==> src/itrt_pkg.sv <==
// ----------------------------------------------------------------------------
// Integer to radix text: shared package
// Types, constants and the digit-to-ASCII map for the radix text converter.
// ----------------------------------------------------------------------------
package itrt_pkg;

   localparam int VALUE_WIDTH = 32;
   localparam int RADIX_WIDTH = 6;
   localparam int CHAR_WIDTH  = 8;
   localparam int REM_WIDTH   = RADIX_WIDTH + 1;
   localparam int PROD_WIDTH  = 2 * VALUE_WIDTH;
   localparam int DIGIT_DEPTH = VALUE_WIDTH;
   localparam int DIGIT_IDX_W = $clog2(DIGIT_DEPTH);
   localparam int DIGIT_CNT_W = DIGIT_IDX_W + 1;

   localparam logic [RADIX_WIDTH-1:0] RADIX_MIN     = RADIX_WIDTH'(2);
   localparam logic [RADIX_WIDTH-1:0] RADIX_MAX     = RADIX_WIDTH'(36);
   localparam logic [RADIX_WIDTH-1:0] RADIX_DECIMAL = RADIX_WIDTH'(10);
   localparam logic [CHAR_WIDTH-1:0]  CHAR_MINUS    = 8'h2d;
   localparam logic [CHAR_WIDTH-1:0]  CHAR_NONE     = 8'h00;
   localparam logic [CHAR_WIDTH-1:0]  CHAR_ZERO     = 8'h30;
   localparam logic [CHAR_WIDTH-1:0]  CHAR_LETTER   = 8'h57;  // 'a' - 10

   // floor(2^VALUE_WIDTH / r): quotient estimate is low by at most one
   localparam logic [PROD_WIDTH-1:0] RECIP_NUM = PROD_WIDTH'(1) << VALUE_WIDTH;
   localparam logic [VALUE_WIDTH-1:0] RECIP_TABLE [64] = '{
       2: VALUE_WIDTH'(RECIP_NUM / 2),   3: VALUE_WIDTH'(RECIP_NUM / 3),
       4: VALUE_WIDTH'(RECIP_NUM / 4),   5: VALUE_WIDTH'(RECIP_NUM / 5),
       6: VALUE_WIDTH'(RECIP_NUM / 6),   7: VALUE_WIDTH'(RECIP_NUM / 7),
       8: VALUE_WIDTH'(RECIP_NUM / 8),   9: VALUE_WIDTH'(RECIP_NUM / 9),
      10: VALUE_WIDTH'(RECIP_NUM / 10), 11: VALUE_WIDTH'(RECIP_NUM / 11),
      12: VALUE_WIDTH'(RECIP_NUM / 12), 13: VALUE_WIDTH'(RECIP_NUM / 13),
      14: VALUE_WIDTH'(RECIP_NUM / 14), 15: VALUE_WIDTH'(RECIP_NUM / 15),
      16: VALUE_WIDTH'(RECIP_NUM / 16), 17: VALUE_WIDTH'(RECIP_NUM / 17),
      18: VALUE_WIDTH'(RECIP_NUM / 18), 19: VALUE_WIDTH'(RECIP_NUM / 19),
      20: VALUE_WIDTH'(RECIP_NUM / 20), 21: VALUE_WIDTH'(RECIP_NUM / 21),
      22: VALUE_WIDTH'(RECIP_NUM / 22), 23: VALUE_WIDTH'(RECIP_NUM / 23),
      24: VALUE_WIDTH'(RECIP_NUM / 24), 25: VALUE_WIDTH'(RECIP_NUM / 25),
      26: VALUE_WIDTH'(RECIP_NUM / 26), 27: VALUE_WIDTH'(RECIP_NUM / 27),
      28: VALUE_WIDTH'(RECIP_NUM / 28), 29: VALUE_WIDTH'(RECIP_NUM / 29),
      30: VALUE_WIDTH'(RECIP_NUM / 30), 31: VALUE_WIDTH'(RECIP_NUM / 31),
      32: VALUE_WIDTH'(RECIP_NUM / 32), 33: VALUE_WIDTH'(RECIP_NUM / 33),
      34: VALUE_WIDTH'(RECIP_NUM / 34), 35: VALUE_WIDTH'(RECIP_NUM / 35),
      36: VALUE_WIDTH'(RECIP_NUM / 36),
      default: '0
   };

   typedef struct packed {
      logic signed [VALUE_WIDTH-1:0] value;
      logic [RADIX_WIDTH-1:0]        radix;
   } req_type;

   typedef struct packed {
      logic [CHAR_WIDTH-1:0] text_char;
      logic                  last_char;
      logic                  bad_radix;
   } rsp_type;

   typedef enum logic [2:0] {
      ST_IDLE,
      ST_MUL,
      ST_BACK,
      ST_FIX,
      ST_DRAIN
   } state_type;

   function automatic logic radix_bad(input logic [RADIX_WIDTH-1:0] r);
      return (r < RADIX_MIN) || (r > RADIX_MAX);
   endfunction

   function automatic logic [CHAR_WIDTH-1:0] digit_char(input logic [RADIX_WIDTH-1:0] d);
      logic [CHAR_WIDTH-1:0] d_ext;
      d_ext = CHAR_WIDTH'(d);
      if (d < RADIX_WIDTH'(10)) begin
         return CHAR_ZERO + d_ext;
      end
      return CHAR_LETTER + d_ext;
   endfunction

endpackage

==> src/integer_to_radix_text.sv <==
// ----------------------------------------------------------------------------
// Integer to radix text
// Converts an integer (signed in radix 10 only) to ASCII text in radix 2..36, most
// significant digit first, over one shared multiplier under a small sequencer.
// ----------------------------------------------------------------------------
// A bad radix or a radix-10 '-' shows its result in the cycle after the request.
// Each digit passes the shared multiplier as reciprocal multiply, back-multiply
//   and correct; the digit store is then read back in reverse. A value gives
//   1..32 digits; the last character shows as busy falls.
// A new request is taken only while idle, and a bad radix leaves it idle; no stalls.
// Reset: sequencer to idle, no result pending; digit store is not cleared.
module integer_to_radix_text (
   input  logic             clock,
   input  logic             reset,
   input  logic             start,
   output logic             busy,
   input  itrt_pkg::req_type req_data,
   output logic             rsp_valid,
   output itrt_pkg::rsp_type rsp_data
);

   itrt_pkg::state_type state_ff, state_in;

   logic [itrt_pkg::VALUE_WIDTH-1:0] mag_ff;
   logic [itrt_pkg::RADIX_WIDTH-1:0] radix_ff;
   logic [itrt_pkg::VALUE_WIDTH-1:0] q_ff;
   logic [itrt_pkg::REM_WIDTH-1:0]   qr_ff;
   logic [itrt_pkg::DIGIT_CNT_W-1:0] len_ff;
   logic [itrt_pkg::DIGIT_IDX_W-1:0] rd_idx_ff;
   logic [itrt_pkg::RADIX_WIDTH-1:0] digit_rd_ff;
   logic [itrt_pkg::RADIX_WIDTH-1:0] digit_mem [itrt_pkg::DIGIT_DEPTH];

   logic out_valid_ff, out_last_ff, out_bad_ff, out_sign_ff;

   // sequencer controls
   logic take_req, load_err, load_run, load_neg;
   logic cap_q, cap_qr, fix_en, drain_en, mul_sel_recip;

   // shared multiplier
   logic [itrt_pkg::VALUE_WIDTH-1:0] mul_a, mul_b;
   logic [itrt_pkg::PROD_WIDTH-1:0]  prod;

   // correction
   logic [itrt_pkg::REM_WIDTH-1:0]   rem_raw, rem_fix;
   logic                             rem_over;
   logic [itrt_pkg::VALUE_WIDTH-1:0] quot;
   logic                             quot_zero;
   logic [itrt_pkg::VALUE_WIDTH-1:0] neg_value;

   assign busy     = (state_ff != itrt_pkg::ST_IDLE);
   assign take_req = start && !busy;

   assign mul_a = mul_sel_recip ? mag_ff : q_ff;
   assign mul_b = mul_sel_recip ? itrt_pkg::RECIP_TABLE[radix_ff]
                                : itrt_pkg::VALUE_WIDTH'(radix_ff);
   assign prod  = itrt_pkg::PROD_WIDTH'(mul_a) * itrt_pkg::PROD_WIDTH'(mul_b);

   // true remainder is below twice the radix, so the low bits suffice
   assign rem_raw   = mag_ff[itrt_pkg::REM_WIDTH-1:0] - qr_ff;
   assign rem_over  = rem_raw >= itrt_pkg::REM_WIDTH'(radix_ff);
   assign rem_fix   = rem_over ? rem_raw - itrt_pkg::REM_WIDTH'(radix_ff) : rem_raw;
   assign quot      = q_ff + itrt_pkg::VALUE_WIDTH'(rem_over);
   assign quot_zero = (quot == '0);
   assign neg_value = itrt_pkg::VALUE_WIDTH'(0) - req_data.value;

   // next state
   always_comb begin
      state_in = state_ff;
      unique case (state_ff)
         itrt_pkg::ST_IDLE: begin
            if (take_req && !itrt_pkg::radix_bad(req_data.radix)) begin
               state_in = itrt_pkg::ST_MUL;
            end
         end
         itrt_pkg::ST_MUL:  state_in = itrt_pkg::ST_BACK;
         itrt_pkg::ST_BACK: state_in = itrt_pkg::ST_FIX;
         itrt_pkg::ST_FIX: begin
            state_in = quot_zero ? itrt_pkg::ST_DRAIN : itrt_pkg::ST_MUL;
         end
         itrt_pkg::ST_DRAIN: begin
            if (rd_idx_ff == '0) begin
               state_in = itrt_pkg::ST_IDLE;
            end
         end
         default: state_in = itrt_pkg::ST_IDLE;
      endcase
   end

   // sequencer outputs
   always_comb begin
      load_err      = 1'b0;
      load_run      = 1'b0;
      load_neg      = 1'b0;
      cap_q         = 1'b0;
      cap_qr        = 1'b0;
      fix_en        = 1'b0;
      drain_en      = 1'b0;
      mul_sel_recip = 1'b0;
      unique case (state_ff)
         itrt_pkg::ST_IDLE: begin
            if (take_req) begin
               load_err = itrt_pkg::radix_bad(req_data.radix);
               load_run = !itrt_pkg::radix_bad(req_data.radix);
               load_neg = (req_data.radix == itrt_pkg::RADIX_DECIMAL)
                          && req_data.value[itrt_pkg::VALUE_WIDTH-1];
            end
         end
         itrt_pkg::ST_MUL: begin
            mul_sel_recip = 1'b1;
            cap_q         = 1'b1;
         end
         itrt_pkg::ST_BACK:  cap_qr   = 1'b1;
         itrt_pkg::ST_FIX:   fix_en   = 1'b1;
         itrt_pkg::ST_DRAIN: drain_en = 1'b1;
         default: ;
      endcase
   end

   always_ff @(posedge clock) begin
      if (reset) begin
         state_ff     <= itrt_pkg::ST_IDLE;
         out_valid_ff <= 1'b0;
      end else begin
         state_ff     <= state_in;
         out_valid_ff <= load_err || (load_run && load_neg) || drain_en;
      end
   end

   // datapath
   always_ff @(posedge clock) begin
      if (load_run) begin
         mag_ff   <= load_neg ? neg_value : req_data.value;
         radix_ff <= req_data.radix;
         len_ff   <= '0;
      end
      if (cap_q) begin
         q_ff <= prod[itrt_pkg::PROD_WIDTH-1:itrt_pkg::VALUE_WIDTH];
      end
      if (cap_qr) begin
         qr_ff <= prod[itrt_pkg::REM_WIDTH-1:0];
      end
      if (fix_en) begin
         mag_ff    <= quot;
         len_ff    <= len_ff + itrt_pkg::DIGIT_CNT_W'(1);
         rd_idx_ff <= len_ff[itrt_pkg::DIGIT_IDX_W-1:0];
      end
      if (drain_en) begin
         rd_idx_ff <= rd_idx_ff - itrt_pkg::DIGIT_IDX_W'(1);
      end
   end

   // digit store: written while dividing, read back in reverse
   always_ff @(posedge clock) begin
      if (fix_en) begin
         digit_mem[len_ff[itrt_pkg::DIGIT_IDX_W-1:0]] <= rem_fix[itrt_pkg::RADIX_WIDTH-1:0];
      end
      if (drain_en) begin
         digit_rd_ff <= digit_mem[rd_idx_ff];
      end
   end

   // result marks
   always_ff @(posedge clock) begin
      if (load_err || load_run || drain_en) begin
         out_bad_ff  <= load_err;
         out_sign_ff <= load_run;
         out_last_ff <= load_err || (drain_en && (rd_idx_ff == '0));
      end
   end

   assign rsp_valid          = out_valid_ff;
   assign rsp_data.last_char = out_last_ff;
   assign rsp_data.bad_radix = out_bad_ff;

   always_comb begin
      priority if (out_bad_ff) begin
         rsp_data.text_char = itrt_pkg::CHAR_NONE;
      end else if (out_sign_ff) begin
         rsp_data.text_char = itrt_pkg::CHAR_MINUS;
      end else begin
         rsp_data.text_char = itrt_pkg::digit_char(digit_rd_ff);
      end
   end

endmodule

==> config.mk <==
export PLATFORM = sky130hd
export DESIGN_NAME = integer_to_radix_text
export DESIGN_NICKNAME = d
export VERILOG_FILES = /design/src/itrt_pkg.sv /design/src/integer_to_radix_text.sv
export SDC_FILE = /design/constraint.sdc
export NUM_CORES = 2
export LEC_CHECK = 0
export ABC_AREA = 1
export BUFFER_PORTS_ARGS = -buffer_cell sky130_fd_sc_hd__buf_4
export CAP_MARGIN = 20
export CORE_MARGIN = 10
export CORE_UTILIZATION = 67
export CTS_CLUSTER_SIZE = 16
export DETAILED_ROUTE_END_ITERATION = 6
export HOLD_SLACK_MARGIN = 0.12
export PLACE_DENSITY = 0.88
export SETUP_SLACK_MARGIN = 0.1
export SYNTH_ARGS = -nofsm -noshare
export SYNTH_HDL_FRONTEND = slang
export SYNTH_SLANG_ARGS = --single-unit
export TNS_END_PERCENT = 10
==> constraint.sdc <==
create_clock -name clock -period 9.4 [get_ports clock]
set_input_delay 1.88 -clock clock [delete_from_list [all_inputs] [get_ports clock]]
set_output_delay 1.88 -clock clock [all_outputs]
set_load 0.05 [all_outputs]
## After elaboration in Yosys (flattened, before gate mapping)

Memories as Yosys holds them, arrays and structs flattened. A register that Yosys moved wholly into a read port is not among the register bits.
Index checks and enable logic that the tools add are counted.

- Eq/ne operators: 7
- $lt $le $gt $ge: 5
- Bitwise gates (word level): 1
- $add $sub $neg: 8
- Multiply operators: 1
- Reduce and logical (&&, ||, !) cells: 20
- Multiplexer cells: 35

Operator list:

| kind | count |
|---|---|
| $mux 32 | 7 |
| $mul 32x32->64 | 1 |
| $add 32x1->32 | 1 |
| $logic_not 32->1 | 1 |
| $mux 8 | 4 |
| $sub 1x32->32 const A | 1 |
| $mux 6 | 3 |
| $mux 1 | 15 |
| $pmux 3 s5 | 1 |
| $mux 5 | 2 |
| $mux 3 | 3 |
| $add 7x6->8 const A | 1 |
| $add 6x6->7 const A | 1 |
| $ge 7x6->1 | 1 |
| $ge 7x7->1 const B | 1 |
| $not 6->7 | 1 |
| $sub 7x7->7 | 1 |
| $add 6x1->6 const B | 1 |
| $eq 3x2->1 const B | 2 |
| $eq 6x4->1 const B | 1 |
| $gt 6x6->1 const B | 1 |
| $logic_or 1x1->1 | 6 |
| $lt 6x2->1 const B | 1 |
| $lt 6x4->1 const B | 1 |
| 12 further kinds | 19 |

- Memories: 2
- Memory bits (writable): 192
- Output and inout port bits: 12
- ROM bits: 2048
- Register bits after elaboration: 95

Memories:

| memory | depth | bits a word | read ports | clocked after memory_dff | wr ports | line | text |
|---|---|---|---|---|---|---|---|
| (name not given) | 64 | 32 | 1 | 0 | 0 | integer_to_radix_text.sv:54 | `assign mul_b = mul_sel_recip ? itrt_pkg::RECIP_TABLE[radix_ff]` |
| digit_mem | 32 | 6 | 1 | 1 | 1 | integer_to_radix_text.sv:31 | `logic [itrt_pkg::RADIX_WIDTH-1:0] digit_mem [itrt_pkg::DIGIT_DEPTH];` |

## Longest topological paths before layout

- Word-level depth: 8
- Gate-level depth with buffers: 45

## Worst setup path after synthesis

OpenSTA, ideal clock, no wires.

- Path type: reg-to-reg
- From: register radix_ff[0] (netlist bit)
- To: register q_ff[3] (netlist bit) (data pin)
- Buffers on the path: 1
- Stages on the path, launching flop included: 35
- Setup slack: 1.606 ns
- Period minus slack after synthesis: 7.794 ns
- Library setup time: 0.252 ns
- Arrival: 7.541 ns
- Path through: edfxtp_1 > inv_1 > ha_1 > inv_1 > o21ai_0 > a21oi_1 > a21oi_2 > nand3_1 > o21ai_2 > inv_2 > buf_4 > nor2_1 > fa_1 > inv_1 > fa_1 > fa_1 > fa_1 > inv_1 > fa_1 > inv_1 > fa_1 > inv_1 > fa_1 > inv_1 > fa_1 > inv_1 > ha_1 > nand2_1 > nor2_1 > inv_1 > nor4_1 > a21oi_1 > or2_2 > nand3_1 > nand2_1

- Longest elaborated chain between the ends: 6

RTL lines:

| element | line | text |
|---|---|---|
| start: declaration | integer_to_radix_text.sv:25 | `logic [itrt_pkg::RADIX_WIDTH-1:0] radix_ff;` |
| start signal: assignment | integer_to_radix_text.sv:133 | `radix_ff <= req_data.radix;` |
| $not 6->7 (not written as such) | integer_to_radix_text.sv:54 |  |
| $mem_v2 64x32 | - |  |
| $mux 32 (not written as such) (2 in series) | integer_to_radix_text.sv:54 |  |
| $mux 32 * | integer_to_radix_text.sv:54 |  |
| $mul 32x32->64 * | integer_to_radix_text.sv:56 | `assign prod = itrt_pkg::PROD_WIDTH'(mul_a) * itrt_pkg::PROD_WIDTH'(mul_b);` |
| named net prod, one bit | integer_to_radix_text.sv:41 | `logic [itrt_pkg::PROD_WIDTH-1:0] prod;` |
| end signal: assignment | integer_to_radix_text.sv:137 | `q_ff <= prod[itrt_pkg::PROD_WIDTH-1:itrt_pkg::VALUE_WIDTH];` |
| end: declaration | integer_to_radix_text.sv:26 | `logic [itrt_pkg::VALUE_WIDTH-1:0] q_ff;` |

The timed path passes the listed nets; every way through them passes the cells marked *. The select of a mux whose other input is x is not followed.
A chain may end at the register's enable or synchronous reset.

## Final worst setup path

- From: register radix_ff[3] (netlist bit)
- To: register q_ff[17] (netlist bit) (data pin)

Same word-level chain as after synthesis.

==> key figures <==
Outcome
  • Status: complete, no violations

Place
  • DP HPWL: 129000 microns
  • Buffers on Ports: 52
  • Final RePlAce weighted congestion: 1.06
  • Worst slack, placed: 0.515 ns

Logic synthesis
  • Post-synth EDFFs: ~290
  • Cell variety after synth: 60
  • Ys Warns: 0
  • Mapped Nets: just over 7000
  • Main synth FF type: edfxtp_1
  • Seq cells post-synth: 292
  • Sequential element share of the synthesized area: 0.178
  • Synthesized area: between 0.04 and 0.05 sq mm
  • Post-Syn Instances: 5798
  • Avg Cell Area, Syn: 8.47 sq um
  • Post-synth ARST share: 0

Die
  • CORE AREA: 0.0728 sq mm
  • Initial Util: 0.674
  • Horiz. Die Dim: 291 microns
  • Top Ports: 53
  • Chip height: just under 300 microns
  • # rows: slightly below 100
  • Die ar.: around 0.084 sq mm

STA
  • Unrepaired setup endpoints after global routing: no
  • Fin crit share: 0.963
  • Final min period: just over 9 ns
  • Fin. max-slew vios: 0
  • Endpoints failing hold: 0
  • Layout Skew: 0.0233 ns
  • # setup viols final: 0
  • PnR worst setup slack: 0.352 ns
  • Fmax: 111 MHz
  • Setup TNS: 0 ns
  • Relative slew slack: 0.375
  • Worst-Margin Slew: roughly 0.94 ns

Drt
  • Drt pass-1 iters: 7
  • Post-route antenna net violation count: 0
  • DR vias/cell: 6.04
  • DRC: 0
  • DRT iter0 DRCs: between 4000 and 5000
  • Vias: 41355
  • Wire per inst: 23.5 microns
  • Routed Wire Length: 161000 microns

Worst setup path
  • CP arrival: 9.44 ns
  • Crit path required time: between 9 and 10 ns
  • Setup CP Type: reg -> reg
  • CP bufs+invs: 9
  • CP endpoint kind: register
  • Crit Path Max Fanout: 22
  • CP max stage delay: 0.74 ns
  • Crit path top cell by count: fa_1
  • Top delay family on crit path: adder cells
  • Critical Path Source Type: register
  • Crit-path slowest cell: edfxtp_1

Hold path
  • Min-Delay Path Class: reg -> reg

Clock network
  • TritonCTS clock tree: yes
  • Clk_lat worst skew: 0.58 ns
  • Total CTS buffers: 27
  • Clock sink count: roughly 290
  • Root buffer cell: clkbuf_16
  • Clock Tree Buf Depth: 3
  • Htree depth: 1
  • Clock transition at the registers of the reported paths: 0.07 ns

Global route
  • Largest net degree at the start of global routing: 98
  • Gr usage total: 0.382
  • Grt total ovfl: 0
  • Vias in the first global route: ~43000
  • First-pass GRT wire length: between 200000 and 250000 microns
  • Initial antenna violation count: 2

Finish
  • Antenna diodes: 0
  • Layout cells sized above 1: 0.0775
  • Nets: slightly above 7000
  • Syn-to-layout area delta: 6.05%

Flow run
  • Max Cap Viol: 0
==> tightest hold or removal path: cells and delay by family, from the launching register on <==
family / cells / cell delay (ns)
compound gates: 2 / 0.23
buf+inv: 1 / 0.08
flops: 1 / 0.31
==> metrics by stage <==
step	std cells	area (sq um)	hold slack [ns]	util
floorplan	5798	49100	0.534	-
global placement	6786	51000	0.574	0.701
detailed placement	6786	51000	0.585	0.701
CTS	6836	51900	0.669	0.713
global route	6842	52100	0.713	0.715
finish	6842	52100	0.671	0.715
==> synth_stat cells, types with 13 or more instances <==
master       n  area share
o221ai_1    16      0.0029
o21ai_2     13      0.0023
nor2_2      25      0.0032
nor2_1     898       0.069
o22ai_1     34      0.0043
nand2_1   1037       0.079
ha_1       299       0.076
inv_2       50      0.0038
fa_1       898        0.37
o211ai_1    17      0.0026
xor2_1      47      0.0084
a31oi_1     16      0.0020
buf_6       15      0.0034
nor3_1      24      0.0024
o21bai_1    14      0.0021
inv_1     1226       0.094
clkbuf_1    62      0.0047
a21oi_1    114       0.012
buf_4       26      0.0040
buf_2      117       0.012
o21ai_1     27      0.0028
o21ai_0    247       0.025
nor2_4      20      0.0046
nand3_1    117       0.012
nand4_1     26      0.0033
edfxtp_1   288        0.18
nand3b_1    18      0.0028
==> area by class of cell <==
cell class                 instances  area, sq um
tap                              959         1200
multi-input combinational       4005        34400
clock buffer                      37          723
fill                            5408        20800
timing repair buffer             257         2030
sequential                       292         8730
clock inverter                    13          180
inverter                        1279         4810
==> cell families after synthesis <==
| logic type | after synthesis | share of synthesized area |
|---|---|---|
| compound gates | 541 | 0.0640 |
| xor+xnor | 57 | 0.0102 |
| fa+ha+maj | 1197 | 0.442 |
| buf+inv | 1501 | 0.122 |
| flops | 292 | 0.178 |
| simple gates | 2210 | 0.183 |
==> metal layers <==
layer  share of wire  up-vias  global-route usage
met4           0.079        2               0.240
met2            0.43     3006               0.576
met1            0.35    20040               0.489
li1                -    17581                   -
met3            0.14      726               0.100
met5        0.000081        -                   0
==> cell usage in the layout (no fill, tap or decap), types with 7 or more instances in the layout <==
master | netlist | routed
a21boi_0 | 8 | 8
a21o_1 | 7 | 7
a21oi_1 | 114 | 113
a31oi_1 | 16 | 16
buf_4 | 26 | 248
clkbuf_1 | 62 | 9
clkbuf_16 | 0 | 27
edfxtp_1 | 288 | 288
fa_1 | 898 | 898
ha_1 | 299 | 299
inv_1 | 1226 | 1225
inv_2 | 50 | 48
nand2_1 | 1037 | 1036
nand2_2 | 11 | 11
nand3_1 | 117 | 117
nand3b_1 | 18 | 18
nand4_1 | 26 | 26
nor2_1 | 898 | 898
nor2_2 | 25 | 25
nor2_4 | 20 | 20
nor3_1 | 24 | 24
nor4_1 | 9 | 9
o211ai_1 | 17 | 17
o21ai_0 | 247 | 241
o21ai_1 | 27 | 26
o21ai_2 | 13 | 20
o21bai_1 | 14 | 14
o221ai_1 | 16 | 16
o22ai_1 | 34 | 34
or2_2 | 7 | 7
xnor2_1 | 10 | 10
xor2_1 | 47 | 47
==> sequential cells by signal (all words and copies together) (netlist names) <==
signal / flops
qr_ff: 7
digit_rd_ff: 6
digit_mem: 192
q_ff: 32
radix_ff: 6
out_sign_ff: 1
state_ff: 3
rsp_valid: 1
out_bad_ff: 1
mag_ff: 32
len_ff: 5
out_last_ff: 1
rd_idx_ff: 5
==> what timing repair did <==
action                     4_1_cts  5_1_grt
gates resized for setup          0       13
hold buffers                     0        0
setup endpoints to repair        0       22
setup buffers                    0        3
==> path summary, 6_finish.rpt <==
| check | cells past startpoint | start | endpoint | slack, ns |
|---|---|---|---|---|
| max | 30 | radix_ff[3] | q_ff[17] | 0.35 |
| min | 3 | state_ff[0] | state_ff[0] | 0.67 |
| max reg2reg | 30 | radix_ff[3] | q_ff[17] | 0.35 |
| min reg2reg | 3 | state_ff[0] | state_ff[0] | 0.67 |
Power is not shown: default switching activity piles up to over one toggle a cycle in this logic, so the estimate is an artifact.
